<file path="src/hw/rtl/button_debounce_long_press_core_assert.svh">
// Assertion macros for the button debouncer core.
// BDLP_ASSERT runs on i_clk and is disabled while reset is asserted.
// BDLP_ASSERT_ANY runs on i_clk at every edge, reset included.
`ifndef BUTTON_DEBOUNCE_LONG_PRESS_CORE_ASSERT_SVH
`define BUTTON_DEBOUNCE_LONG_PRESS_CORE_ASSERT_SVH

`ifndef SYNTH

`define BDLP_ASSERT(lbl, prop, msg) \
    lbl: assert property (@(posedge i_clk) disable iff (!i_rst_n) prop) else $error(msg);

`define BDLP_ASSERT_ANY(lbl, prop, msg) \
    lbl: assert property (@(posedge i_clk) prop) else $error(msg);

`else

`define BDLP_ASSERT(lbl, prop, msg)

`define BDLP_ASSERT_ANY(lbl, prop, msg)

`endif

`endif

</file>
<file path="src/hw/rtl/bdlp_pkg.sv">
package bdlp_pkg;

    // buttons handled, and the fixed width of the payload fields
    localparam int NUM_BUTTONS = 3;
    localparam int FIELD_W     = 3;
    localparam int LANE_W      = (NUM_BUTTONS > FIELD_W) ? NUM_BUTTONS : FIELD_W;

    localparam int COUNT_W = 8;
    localparam int TIMER_W = 16;
    localparam int ADDR_W  = 5;
    localparam int DATA_W  = 32;

    // register reset values
    localparam logic [COUNT_W-1:0] CEILING_RST   = 8'd200;
    localparam logic [COUNT_W-1:0] PRESS_TH_RST  = 8'd150;
    localparam logic [COUNT_W-1:0] REL_TH_RST    = 8'd40;
    localparam logic [TIMER_W-1:0] HOLD_DLY_RST  = 16'd500;
    localparam logic [TIMER_W-1:0] REPEAT_PR_RST = 16'd100;

    // register index (byte address / 4)
    typedef enum logic [2:0] {
        REG_COUNT_CEILING     = 3'd0,
        REG_PRESS_THRESHOLD   = 3'd1,
        REG_RELEASE_THRESHOLD = 3'd2,
        REG_HOLD_DELAY        = 3'd3,
        REG_REPEAT_PERIOD     = 3'd4
    } t_reg_idx;

    typedef enum logic {
        CMD_SAMPLE   = 1'b0,
        CMD_EVALUATE = 1'b1
    } t_cmd;

    typedef struct packed {
        logic [COUNT_W-1:0] count_ceiling;
        logic [COUNT_W-1:0] press_threshold;
        logic [COUNT_W-1:0] release_threshold;
        logic [TIMER_W-1:0] hold_delay;
        logic [TIMER_W-1:0] repeat_period;
    } t_cfg;

    // one lane's outcome for the current transaction
    typedef struct packed {
        logic pressed;
        logic press_ev;
        logic rel_ev;
        logic long_ev;
    } t_lane_res;

    // all lanes gathered for the merge stage
    typedef struct packed {
        logic [LANE_W-1:0] pressed;
        logic [LANE_W-1:0] press_ev;
        logic [LANE_W-1:0] rel_ev;
        logic [LANE_W-1:0] long_ev;
    } t_ev_vec;

endpackage

</file>
<file path="src/hw/rtl/bdlp_cfg.sv">
module bdlp_cfg
    import bdlp_pkg::*;
(
    input  logic              i_clk,
    input  logic              i_rst_n,
    input  logic              psel,
    input  logic              penable,
    input  logic              pwrite,
    input  logic [ADDR_W-1:0] paddr,
    input  logic [DATA_W-1:0] pwdata,
    output logic [DATA_W-1:0] prdata,
    output logic              pready,
    output t_cfg              o_cfg
);

    t_cfg     r_cfg;
    t_reg_idx w_idx;
    logic     w_wr;

    assign pready = 1'b1;
    assign w_idx  = t_reg_idx'(paddr[ADDR_W-1:2]);
    assign w_wr   = psel && penable && pwrite;

    // register file, unknown indexes are dropped
    always_ff @(posedge i_clk) begin
        if (!i_rst_n) begin
            r_cfg.count_ceiling     <= CEILING_RST;
            r_cfg.press_threshold   <= PRESS_TH_RST;
            r_cfg.release_threshold <= REL_TH_RST;
            r_cfg.hold_delay        <= HOLD_DLY_RST;
            r_cfg.repeat_period     <= REPEAT_PR_RST;
        end else if (w_wr) begin
            case (w_idx)
                REG_COUNT_CEILING:     r_cfg.count_ceiling     <= pwdata[COUNT_W-1:0];
                REG_PRESS_THRESHOLD:   r_cfg.press_threshold   <= pwdata[COUNT_W-1:0];
                REG_RELEASE_THRESHOLD: r_cfg.release_threshold <= pwdata[COUNT_W-1:0];
                REG_HOLD_DELAY:        r_cfg.hold_delay        <= pwdata[TIMER_W-1:0];
                REG_REPEAT_PERIOD:     r_cfg.repeat_period     <= pwdata[TIMER_W-1:0];
                default: ;
            endcase
        end
    end

    // read mux
    always_comb begin
        case (w_idx)
            REG_COUNT_CEILING:     prdata = DATA_W'(r_cfg.count_ceiling);
            REG_PRESS_THRESHOLD:   prdata = DATA_W'(r_cfg.press_threshold);
            REG_RELEASE_THRESHOLD: prdata = DATA_W'(r_cfg.release_threshold);
            REG_HOLD_DELAY:        prdata = DATA_W'(r_cfg.hold_delay);
            REG_REPEAT_PERIOD:     prdata = DATA_W'(r_cfg.repeat_period);
            default:               prdata = '0;
        endcase
    end

    assign o_cfg = r_cfg;

endmodule

</file>
<file path="src/hw/rtl/bdlp_lane.sv">
module bdlp_lane
    import bdlp_pkg::*;
(
    input  logic      i_clk,
    input  logic      i_rst_n,
    input  logic      i_fire,
    input  t_cmd      i_command,
    input  logic      i_pin,
    input  t_cfg      i_cfg,
    output t_lane_res o_res
);

    logic [COUNT_W-1:0] r_level, n_level;
    logic               r_pressed, n_pressed;
    logic [TIMER_W-1:0] r_hold, n_hold;
    logic [TIMER_W-1:0] r_repeat, n_repeat;
    logic               w_target;

    // one button: integrate on sample, decide and time on evaluate
    always_comb begin
        n_level   = r_level;
        n_pressed = r_pressed;
        n_hold    = r_hold;
        n_repeat  = r_repeat;
        w_target  = r_pressed;
        o_res     = '0;
        case (i_command)
            CMD_SAMPLE: begin
                if (i_pin && (r_level < i_cfg.count_ceiling)) begin
                    n_level = r_level + 1'b1;
                end else if (!i_pin && (r_level != '0)) begin
                    n_level = r_level - 1'b1;
                end
            end
            CMD_EVALUATE: begin
                // hysteresis, release wins when both thresholds hit
                if (r_level > i_cfg.press_threshold) begin
                    w_target = 1'b1;
                end
                if (r_level < i_cfg.release_threshold) begin
                    w_target = 1'b0;
                end
                if (w_target != r_pressed) begin
                    n_pressed = w_target;
                    if (w_target) begin
                        o_res.press_ev = 1'b1;
                    end else begin
                        o_res.rel_ev = 1'b1;
                        n_repeat     = '0;
                        n_hold       = i_cfg.hold_delay;
                    end
                end else if (r_pressed) begin
                    // hold delay first, then auto-repeat
                    if (r_hold != '0) begin
                        n_hold = r_hold - 1'b1;
                    end else if (r_repeat != '0) begin
                        n_repeat = r_repeat - 1'b1;
                    end else begin
                        o_res.long_ev = 1'b1;
                        n_repeat      = i_cfg.repeat_period;
                    end
                end
            end
            default: ;
        endcase
        o_res.pressed = n_pressed;
    end

    always_ff @(posedge i_clk) begin
        if (!i_rst_n) begin
            r_level   <= '0;
            r_pressed <= 1'b0;
            r_hold    <= HOLD_DLY_RST;
            r_repeat  <= '0;
        end else if (i_fire) begin
            r_level   <= n_level;
            r_pressed <= n_pressed;
            r_hold    <= n_hold;
            r_repeat  <= n_repeat;
        end
    end

endmodule

</file>
<file path="src/hw/rtl/bdlp_merge.sv">
module bdlp_merge
    import bdlp_pkg::*;
(
    input  logic               i_clk,
    input  logic               i_rst_n,
    input  logic               i_fire,
    input  t_ev_vec            i_ev,
    input  logic               i_out_stall,
    output logic               o_out_valid,
    output logic [FIELD_W-1:0] o_pressed_mask,
    output logic [FIELD_W-1:0] o_press_events,
    output logic [FIELD_W-1:0] o_release_events,
    output logic [FIELD_W-1:0] o_long_press_events
);

    logic               r_valid, n_valid;
    logic [FIELD_W-1:0] r_pressed, r_press, r_rel, r_long;

    // output register holds until taken, reloads in the same cycle it drains
    always_comb begin
        n_valid = r_valid && i_out_stall;
        if (i_fire) begin
            n_valid = 1'b1;
        end
    end

    always_ff @(posedge i_clk) begin
        if (!i_rst_n) begin
            r_valid <= 1'b0;
        end else begin
            r_valid <= n_valid;
        end
    end

    // combine lane bits into the result fields
    always_ff @(posedge i_clk) begin
        if (i_fire) begin
            r_pressed <= i_ev.pressed[FIELD_W-1:0];
            r_press   <= i_ev.press_ev[FIELD_W-1:0];
            r_rel     <= i_ev.rel_ev[FIELD_W-1:0];
            r_long    <= i_ev.long_ev[FIELD_W-1:0];
        end
    end

    assign o_out_valid         = r_valid;
    assign o_pressed_mask      = r_pressed;
    assign o_press_events      = r_press;
    assign o_release_events    = r_rel;
    assign o_long_press_events = r_long;

endmodule

</file>
<file path="src/hw/rtl/button_debounce_long_press_core.sv">
// Results: a result is presented in the cycle after its input transaction is accepted.
// Throughput: one transaction per cycle while the input side is not stalled; each button lane updates its
// counter and countdowns in the accept cycle, and a single output register feeds the result side.
// Reset (i_rst_n low, synchronous): counters and pressed states clear, hold countdowns
// load 500, repeat countdowns clear, registers return to their defaults.
`include "button_debounce_long_press_core_assert.svh"

module button_debounce_long_press_core
    import bdlp_pkg::*;
(
    input  logic               i_clk,
    input  logic               i_rst_n,
    // input channel
    input  logic               i_in_valid,
    output logic               o_in_stall,
    input  logic               i_command,
    input  logic [FIELD_W-1:0] i_pin_levels,
    // result channel
    output logic               o_out_valid,
    input  logic               i_out_stall,
    output logic [FIELD_W-1:0] o_pressed_mask,
    output logic [FIELD_W-1:0] o_press_events,
    output logic [FIELD_W-1:0] o_release_events,
    output logic [FIELD_W-1:0] o_long_press_events,
    // configuration port
    input  logic               psel,
    input  logic               penable,
    input  logic               pwrite,
    input  logic [ADDR_W-1:0]  paddr,
    input  logic [DATA_W-1:0]  pwdata,
    output logic [DATA_W-1:0]  prdata,
    output logic               pready
);

    t_cfg              w_cfg;
    t_ev_vec           w_ev;
    t_cmd              w_cmd;
    logic [LANE_W-1:0] w_pins;
    logic              w_fire;
    logic              r_run;

    // hold off the input side until out of reset
    always_ff @(posedge i_clk) begin
        if (!i_rst_n) begin
            r_run <= 1'b0;
        end else begin
            r_run <= 1'b1;
        end
    end

    assign o_in_stall = !r_run || (o_out_valid && i_out_stall);
    assign w_fire     = i_in_valid && !o_in_stall;
    assign w_cmd      = t_cmd'(i_command);
    assign w_pins     = LANE_W'(i_pin_levels);

    bdlp_cfg u_cfg (
        .i_clk   (i_clk),
        .i_rst_n (i_rst_n),
        .psel    (psel),
        .penable (penable),
        .pwrite  (pwrite),
        .paddr   (paddr),
        .pwdata  (pwdata),
        .prdata  (prdata),
        .pready  (pready),
        .o_cfg   (w_cfg)
    );

    // one lane per button, unused positions read as idle
    for (genvar b = 0; b < LANE_W; b++) begin : g_lane
        if (b < NUM_BUTTONS) begin : g_btn
            t_lane_res w_res;

            bdlp_lane u_lane (
                .i_clk     (i_clk),
                .i_rst_n   (i_rst_n),
                .i_fire    (w_fire),
                .i_command (w_cmd),
                .i_pin     (w_pins[b]),
                .i_cfg     (w_cfg),
                .o_res     (w_res)
            );

            assign w_ev.pressed[b]  = w_res.pressed;
            assign w_ev.press_ev[b] = w_res.press_ev;
            assign w_ev.rel_ev[b]   = w_res.rel_ev;
            assign w_ev.long_ev[b]  = w_res.long_ev;
        end else begin : g_pad
            assign w_ev.pressed[b]  = 1'b0;
            assign w_ev.press_ev[b] = 1'b0;
            assign w_ev.rel_ev[b]   = 1'b0;
            assign w_ev.long_ev[b]  = 1'b0;
        end
    end

    bdlp_merge u_merge (
        .i_clk               (i_clk),
        .i_rst_n             (i_rst_n),
        .i_fire              (w_fire),
        .i_ev                (w_ev),
        .i_out_stall         (i_out_stall),
        .o_out_valid         (o_out_valid),
        .o_pressed_mask      (o_pressed_mask),
        .o_press_events      (o_press_events),
        .o_release_events    (o_release_events),
        .o_long_press_events (o_long_press_events)
    );

    // checks
    `BDLP_ASSERT(a_fire_gives_result, w_fire |=> o_out_valid, "accepted transaction has no result")
    `BDLP_ASSERT(a_sample_no_events, (w_fire && (w_cmd == CMD_SAMPLE)) |=> ((o_press_events | o_release_events | o_long_press_events) == '0), "events on a sample transaction")
    `BDLP_ASSERT(a_events_exclusive, o_out_valid |-> (((o_press_events & o_release_events) == '0) && (((o_press_events | o_release_events) & o_long_press_events) == '0)), "overlapping events on one button")
    `BDLP_ASSERT(a_events_match_mask, o_out_valid |-> (((o_press_events & ~o_pressed_mask) == '0) && ((o_release_events & o_pressed_mask) == '0) && ((o_long_press_events & ~o_pressed_mask) == '0)), "event disagrees with pressed mask")
    `BDLP_ASSERT_ANY(a_no_fire_in_reset, !i_rst_n |=> !w_fire, "transaction accepted right after reset")

endmodule
</file>
<file path="config.mk">
export PLATFORM = sky130hd
export DESIGN_NAME = button_debounce_long_press_core
export DESIGN_NICKNAME = d
export VERILOG_FILES = /design/src/hw/rtl/bdlp_pkg.sv /design/src/hw/rtl/bdlp_cfg.sv /design/src/hw/rtl/bdlp_lane.sv /design/src/hw/rtl/bdlp_merge.sv /design/src/hw/rtl/button_debounce_long_press_core.sv
export VERILOG_INCLUDE_DIRS = /design/src /design/src/hw/rtl
export SDC_FILE = /design/constraint.sdc
export NUM_CORES = 1
export LEC_CHECK = 0
export ABC_AREA = 1
export ABC_CLOCK_PERIOD_IN_PS = 3550
export BUFFER_PORTS_ARGS = -buffer_cell sky130_fd_sc_hd__buf_2
export CAP_MARGIN = 20
export CORE_MARGIN = 2
export CORE_UTILIZATION = 50
export DETAILED_ROUTE_END_ITERATION = 8
export GPL_TIMING_DRIVEN = 1
export HOLD_SLACK_MARGIN = 0.15
export PLACE_DENSITY = 0.68
export SLEW_MARGIN = 20
export SYNTH_ARGS = -nofsm -noshare
export SYNTH_HDL_FRONTEND = slang
export SYNTH_SLANG_ARGS = --single-unit
</file>
<file path="constraint.sdc">
create_clock -name i_clk -period 3.55 [get_ports i_clk]
set_input_delay 1.065 -clock i_clk [delete_from_list [all_inputs] [get_ports i_clk]]
set_output_delay 1.065 -clock i_clk [all_outputs]
set_load 0.01 [all_outputs]
</file>
==> flow_metrics.env, run 1 <==
export IMPL_finalCoreUtilization=0.549
export IMPL_muxShareOfSynthArea=0
export IMPL_cts_buffers=17
export IMPL_cts_root_buf="clkbuf_16"
export IMPL_core_sq_um=25800
export IMPL_wire_per_inst_um=16.3
export IMPL_gp_congestion=0.956
export IMPL_ios=95
export IMPL_critPathLaunchType="primary input"
export IMPL_path_clk_slew_ns=0.07
export IMPL_die_x_um=165
export IMPL_synth_async_sr_flop_share=0
export IMPL_grt_usage=0.272
export IMPL_synth_seq_cells=193
export IMPL_synthSimpleGateAreaFrac=0.258
export IMPL_fmax_mhz=286
export IMPL_syn2layout_area_growth_pct=9.08
export IMPL_drtPass1Iterations=6
export IMPL_finalCriticalPeriod_ns=3.50
export IMPL_dieHeight_um=165
export IMPL_synth_edf_count=12
export IMPL_worstSetupPathType="in -> out"
export IMPL_wl_met2_um=16900
export IMPL_setup_ws_ns=0.0534
export IMPL_worst_pin_slew_ns=0.953
export IMPL_crit_required_ns=2.48
export IMPL_ant_nets=0
export IMPL_critPathCaptureType="output port"
export IMPL_synth_xor_area_share=0.0343
export IMPL_rr_worst_depth=12
export IMPL_hp_class="reg -> reg"
export IMPL_ir_drop_mv=0.332
export IMPL_fin_nets=2042
export IMPL_yosys_most_used_dff="dfxtp_1"
export IMPL_multi_input_area_sq_um=7840
export IMPL_holdWs_ns=0.468
export IMPL_route_detailed_drc=0
export IMPL_top_layer_used="met4"
export IMPL_p_per_area_nw_per_um2=339
export IMPL_grt_pass1_vias=11300
export IMPL_nFillCells=2525
export IMPL_synth_compound_area_share=0.218
export IMPL_cp_max_fo=8
export IMPL_cts_tree="done"
export IMPL_yosysUniqueCellTypes=60
export IMPL_yosysWarnings=0
export IMPL_netlist_area_sq_um=13000
export IMPL_max_slew_margin_rel=0.364
export IMPL_cts_htree_levels=4
export IMPL_status="completed"
export IMPL_grt_overflow=0
export IMPL_grt_first_pass_wirelength_um=58200
export IMPL_finalHoldViolCount=0
export IMPL_io_buffers=59
export IMPL_fin_worst_skew_ns=0.0149
export IMPL_synthAdderAreaFrac=0.0846
export IMPL_synth_area_per_cell_sq_um=6.99
export IMPL_initial_core_util=0.504
export IMPL_rows=59
export IMPL_wirelength_met1_um=16800
export IMPL_totalPowerFinal_uw=4820
export IMPL_final_layout_size_suffix_gt1_frac=0.116
export IMPL_slew_viol_final=0
export IMPL_cp_slowest_cell="a221oi_1"
export IMPL_synth_top_family_by_area="simple AND/OR/NAND/NOR gates"
export IMPL_regArea_sq_um=3980
export IMPL_ys_seq_area_frac=0.306
export IMPL_finalSetupViolCount=0
export IMPL_finalWirelength_um=36800
export IMPL_grt_max_degree=95
export IMPL_clock_sinks=193
export IMPL_place_area_sq_um=13600
export IMPL_syn_inst=1862
export IMPL_finalCritPeriodShare=0.985
export IMPL_max_cap_violations=0
export IMPL_cts_path_max_buffers=2
export IMPL_cp_cell_sequence="buf_2, nor2_1, inv_1, nor2_1, buf_4, nand2_1, o21ai_0, a221oi_1, o21ai_0, buf_2"
export IMPL_vias_per_cell=5.60
export IMPL_diodes=0
export IMPL_wl_met3_um=2290
export IMPL_clk_insertion_delay_late_ns=0.45
export IMPL_antenna_found_initial=0
export IMPL_hpwl_um=26900
export IMPL_pre_cts_slack_ns=0.132
export IMPL_max_stage_delay_ns=0.36
export IMPL_arrival_ns=2.43
export IMPL_hold_depth=2
export IMPL_die_area_sq_um=27300
export IMPL_finalInstanceArea_sq_um=14200
export IMPL_drt_iter0_drc=960
export IMPL_vias=12600
export IMPL_leakagePower_uw=0.00650
## metrics by stage
| stage | instances | setup TNS (ns) |
|---|---|---|
| floorplan | 1877 | 0 |
| global placement | 2222 | 0 |
| detailed placement | 2222 | 0 |
| CTS | 2254 | 0 |
| global route | 2254 | -0.0131 |
| finish | 2254 | 0 |
## synth_stat cells, drive strengths merged, types with 5 or more instances
library cell | instances | share of area
nor3 | 29 | 0.016
o22ai | 10 | 0.0048
xnor2 | 14 | 0.0094
ha | 88 | 0.085
a31oi | 8 | 0.0038
edfxtp | 12 | 0.028
nand3b | 5 | 0.0029
o221ai | 8 | 0.0063
dfxtp | 181 | 0.28
nor2 | 211 | 0.068
xor2 | 37 | 0.025
nand3 | 70 | 0.028
nor4 | 17 | 0.013
clkbuf | 38 | 0.011
a21oi | 193 | 0.076
o2111ai | 7 | 0.0047
nand2 | 375 | 0.12
o21ai | 172 | 0.067
o211ai | 62 | 0.036
a221oi | 8 | 0.0054
nand4 | 20 | 0.0096
inv | 226 | 0.065
buf | 40 | 0.021
## flip-flops by register name, indices dropped and copies added, names as in the netlist
| name | cells |
|---|---|
| g_lane.g_btn.u_lane.r_repeat | 48 |
| u_merge.o_long_press_events | 3 |
| u_merge.o_release_events | 3 |
| u_merge.o_press_events | 3 |
| u_cfg.o_cfg | 56 |
| g_lane.g_btn.u_lane.r_pressed | 3 |
| r_run | 1 |
| u_merge.o_out_valid | 1 |
| g_lane.g_btn.u_lane.r_level | 24 |
| u_merge.o_pressed_mask | 3 |
| g_lane.g_btn.u_lane.r_hold | 48 |
## critical path: cells and delay by family
kind,cells,cell delay [ns]
AO/OA/AOI/OAI,3,0.59
AND/OR/NAND/NOR,3,0.17
buffers and inverters,4,0.60
## timing repair
action / in CTS / in global routing
endpoints found under the setup margin: 0 / 2
gates resized for setup: 0 / 4
endpoints found under the hold margin: 0 / 0
hold buffers: 0 / 0
buffers inserted: 0 / 0
## worst paths after layout
path	to	startpoint	slack, ns
worst max-delay path	prdata[1]	paddr[3]	0.05
worst min-delay path	g_lane[2].g_btn.u_lane.r_hold[15]$_SDFFE_PN0P_	g_lane[2].g_btn.u_lane.r_hold[15]$_SDFFE_PN0P_	0.47
worst max register to register	g_lane[1].g_btn.u_lane.r_repeat[4]$_SDFFE_PN0P_	g_lane[1].g_btn.u_lane.r_level[1]$_SDFFE_PN0P_	0.23
worst min register to register	g_lane[2].g_btn.u_lane.r_hold[15]$_SDFFE_PN0P_	g_lane[2].g_btn.u_lane.r_hold[15]$_SDFFE_PN0P_	0.47
## cell type report
class,count,area share
Inverter,228,0.0603
Multi-Input combinational cell,1378,0.552
Clock buffer,23,0.0338
Clock inverter,9,0.00679
Tap cell,335,0.0295
Timing Repair Buffer,88,0.0370
Sequential cell,193,0.281
## layer usage
| layer | up-vias | track usage |
|---|---|---|
| met5 | - | 0 |
| met4 | 0 | 0.0811 |
| met3 | 49 | 0.0517 |
| met2 | 343 | 0.445 |
| met1 | 5894 | 0.364 |
| li1 | 6328 | - |
## kinds of logic (layout without fill, tap and decap cells)
group,after synthesis,count (layout)
buffers and inverters,306,348
DFF,193,193
other,2,17
and+or+nand+nor,733,733
xor gates and xnor gates,51,51
adders and majority gates,88,88
AOI/OAI and AO/OA,489,489
## layout by cell type (no fill, tap or decap), drive strengths merged, types with 4 or more instances in the layout
| cell | n |
|---|---|
| xor2 | 37 |
| a21oi | 193 |
| nor4 | 17 |
| edfxtp | 12 |
| clkinv | 5 |
| or2 | 4 |
| o41ai | 4 |
| o21a | 4 |
| a221oi | 8 |
| o22ai | 10 |
| dfxtp | 181 |
| nand3 | 70 |
| o2111ai | 7 |
| clkbuf | 23 |
| nand4 | 20 |
| o221ai | 8 |
| o21ai | 172 |
| ha | 88 |
| xnor2 | 14 |
| buf | 88 |
| nor3 | 29 |
| o211ai | 62 |
| inv | 229 |
| conb | 17 |
| nand2 | 375 |
| a31oi | 8 |
| nand3b | 5 |
| nor2 | 211 |
## power by group
group          total [uW]  switching (uW)  internal (uW)
registers            2280            50.9           2220
clock network        1950             914           1040
logic                 590             392            198
total                4820            1360           3460
No activity file was read; power rests on OpenSTA's default activity.
==> run 2, diff against run 1 <==
--- a/config.mk
+++ b/config.mk
@@ -11,4 +11,5 @@
 export BUFFER_PORTS_ARGS = -buffer_cell sky130_fd_sc_hd__buf_2
 export CAP_MARGIN = 20
+export CORE_ASPECT_RATIO = 1.2
 export CORE_MARGIN = 2
 export CORE_UTILIZATION = 50
@@ -17,4 +18,5 @@
 export HOLD_SLACK_MARGIN = 0.15
 export PLACE_DENSITY = 0.68
+export SETUP_SLACK_MARGIN = 0.15
 export SLEW_MARGIN = 20
 export SYNTH_ARGS = -nofsm -noshare
==> constraint.sdc (replaced) <==
create_clock -name i_clk -period 3.55 [get_ports i_clk]
set_input_delay 1.065 -clock i_clk [delete_from_list [all_inputs] [get_ports i_clk]]
set_output_delay 1.065 -clock i_clk [all_outputs]
set_load 0.02 [all_outputs]
==> run 2 against run 1 <==
  * First-iteration DRC count is 5.8% higher
  * Sequential power barely moved
  * Wire length up 2.5%
  * Combinational power up 3%
  * Critical path type unchanged
  * Highest routed layer unchanged
==> flow_metrics.env, run 2 (synthesis results as in run 1) <==
export IMPL_status="completed"
export IMPL_fin_nets=2039
export IMPL_cp_max_fo=8
export IMPL_ios=95
export IMPL_grt_usage=0.278
export IMPL_p_per_area_nw_per_um2=343
export IMPL_instances_no_fill=2246
export IMPL_cts_hold_buf=0
export IMPL_totalPowerFinal_uw=4870
export IMPL_arrival_ns=2.28
export IMPL_max_cap_violations=0
export IMPL_finalInstanceArea_sq_um=14200
export IMPL_cts_buffers=17
export IMPL_cp_cell_sequence="buf_2, nor2_1, inv_2, nor2_2, inv_2, o22ai_1, a221oi_1, o21ai_1, buf_2"
export IMPL_grt_pass1_vias=11600
export IMPL_route_detailed_drc=0
export IMPL_slew_viol_final=0
export IMPL_pwr_share_clk=0.408
export IMPL_place_detailed_instances=2214
export IMPL_hp_class="reg -> reg"
export IMPL_diodes=0
export IMPL_fmax_mhz=299
export IMPL_layout_commonest_cell="nand2_1"
export IMPL_path_buf_inv=4
export IMPL_clock_sinks=193
export IMPL_cts_path_max_buffers=2
export IMPL_cts_root_buf="clkbuf_16"
export IMPL_finalWirelength_um=37700
export IMPL_cp_slowest_cell="a221oi_1"
export IMPL_vias_per_cell=5.64
export IMPL_crit_required_ns=2.48
export IMPL_cts_htree_levels=4
export IMPL_swShare=0.301
export IMPL_place_area_sq_um=13600
export IMPL_critPathLaunchType="primary input"
export IMPL_share_seq_of_total_power=0.467
export IMPL_fin_worst_skew_ns=0.0154
export IMPL_finalHoldViolCount=0
export IMPL_path_clk_slew_ns=0.08
export IMPL_drtPass1Iterations=5
export IMPL_rows=64
export IMPL_min_delay_start="g_lane[0].g_btn.u_lane.r_hold[13]$_SDFFE_PN0P_"
export IMPL_drt_iter0_drc=1016
export IMPL_initial_core_util=0.509
export IMPL_max_slew_margin_rel=0.345
export IMPL_rr_startpoint="u_cfg.o_cfg[33]$_SDFFE_PN0P_"
export IMPL_rsz0062_at_grt="yes"
export IMPL_syn2layout_area_growth_pct=9.09
export IMPL_die_x_um=151
export IMPL_internal_power_uw=3410
export IMPL_dieHeight_um=181
export IMPL_grt_max_degree=95
export IMPL_final_cell_mix="348 x nand2_1, 206 x inv_1, 189 x a21oi_1, 184 x nor2_1, 179 x dfxtp_1"
export IMPL_setup_ws_ns=0.202
export IMPL_wire_per_inst_um=16.8
export IMPL_final_layout_size_suffix_gt1_frac=0.120
export IMPL_finalSetupViolCount=0
export IMPL_clk_insertion_delay_late_ns=0.46
export IMPL_gp_congestion=0.960
export IMPL_finalCriticalPeriod_ns=3.35
export IMPL_largest_reg_flops=56
export IMPL_ant_nets=0
export IMPL_combPwrFrac=0.125
export IMPL_crit_path_start="paddr[2]"
export IMPL_grt_first_pass_wirelength_um=60100
export IMPL_pre_cts_slack_ns=0.185
export IMPL_worst_pin_slew_ns=0.982
export IMPL_core_sq_um=25500
export IMPL_vias=12700
export IMPL_antenna_found_initial=0
export IMPL_io_buffers=59
export IMPL_worstSetupPathType="in -> out"
export IMPL_cts_tree="done"
export IMPL_die_area_sq_um=27300
export IMPL_switching_power_uw=1470
export IMPL_critPathCaptureType="output port"
export IMPL_final_setup_tns_ns=0
export IMPL_cp_top_family="compound AO/OA/AOI/OAI gates"
export IMPL_finalCritPeriodShare=0.943
export IMPL_max_stage_delay_ns=0.26
export IMPL_ir_drop_mv=0.286
export IMPL_grt_overflow=0
export IMPL_hpwl_um=27800
export IMPL_leakagePower_uw=0.00649
## run 2: cell count changes in the layout (fill, tap and decap cells not counted), moves of 2 or more
cell / change
clkbuf_1: -3
inv_1: -2
inv_6: +4
dfxtp_2: +2
o21ai_0: -4
dfxtp_1: -2
clkinvlp_4: -2
buf_2: -2
o21ai_1: +4
inv_8: +4
o22ai_1: -2
nor3_2: +2
o22ai_2: +2
## run 2: routing by layer
metal  wire length (um)  track usage
met1              16000        0.352
met2              18100        0.466
met3               2090       0.0376
met4               1530        0.123
met5                  0            0
## run 2: repair_timing
| item | in CTS | in global routing |
|---|---|---|
| gates resized for setup | 0 | 17 |
| buffers inserted | 0 | 0 |
| setup endpoints to repair | 0 | 16 |
## run 2: worst reg2reg max path: cells and delay by family, from the launching register on
kind            cells  cell delay (ns)
simple gates        6             1.21
buf+inv             2             0.31
flops               1             0.31
fa+ha+maj           2             0.65
compound gates      3             0.46
## run 2: area by class of cell
| class | count | area (sq um) |
|---|---|---|
| tap | 330 | 413 |
| timing repair buffer | 85 | 508 |
| multi-input combinational | 1378 | 7840 |
| clock inverter | 13 | 134 |
| fill | 2509 | 11300 |
| sequential | 193 | 3990 |
| clock buffer | 19 | 454 |
| inverter | 228 | 858 |
## run 2: through the flow
stage	hold slack, ns	utilization
6_report	0.478	0.556
5_1_grt	0.496	0.556
4_1_cts	0.478	0.554
3_5_place_dp	0.466	0.531
3_3_place_gp	0.450	0.531
2_1_floorplan	0.443	-
## run 2: worst paths after layout
check	endpoint	slack (ns)	cells after the start
worst min register to register	g_lane[0].g_btn.u_lane.r_hold[13]$_SDFFE_PN0P_	0.48	2
worst max-delay path	prdata[4]	0.20	9
worst min-delay path	g_lane[0].g_btn.u_lane.r_hold[13]$_SDFFE_PN0P_	0.48	2
worst max register to register	u_merge.o_long_press_events[2]$_SDFFCE_PP0P_	0.39	13
## run 2: power groups by stage
stage	clock network (uW)	logic, uW	registers, uW
after floorplan	0	439	2320
after global placement	0	582	2320
after detailed placement	0	595	2330
after CTS	2010	599	2270
after global routing	2100	683	2280
final	1990	610	2280
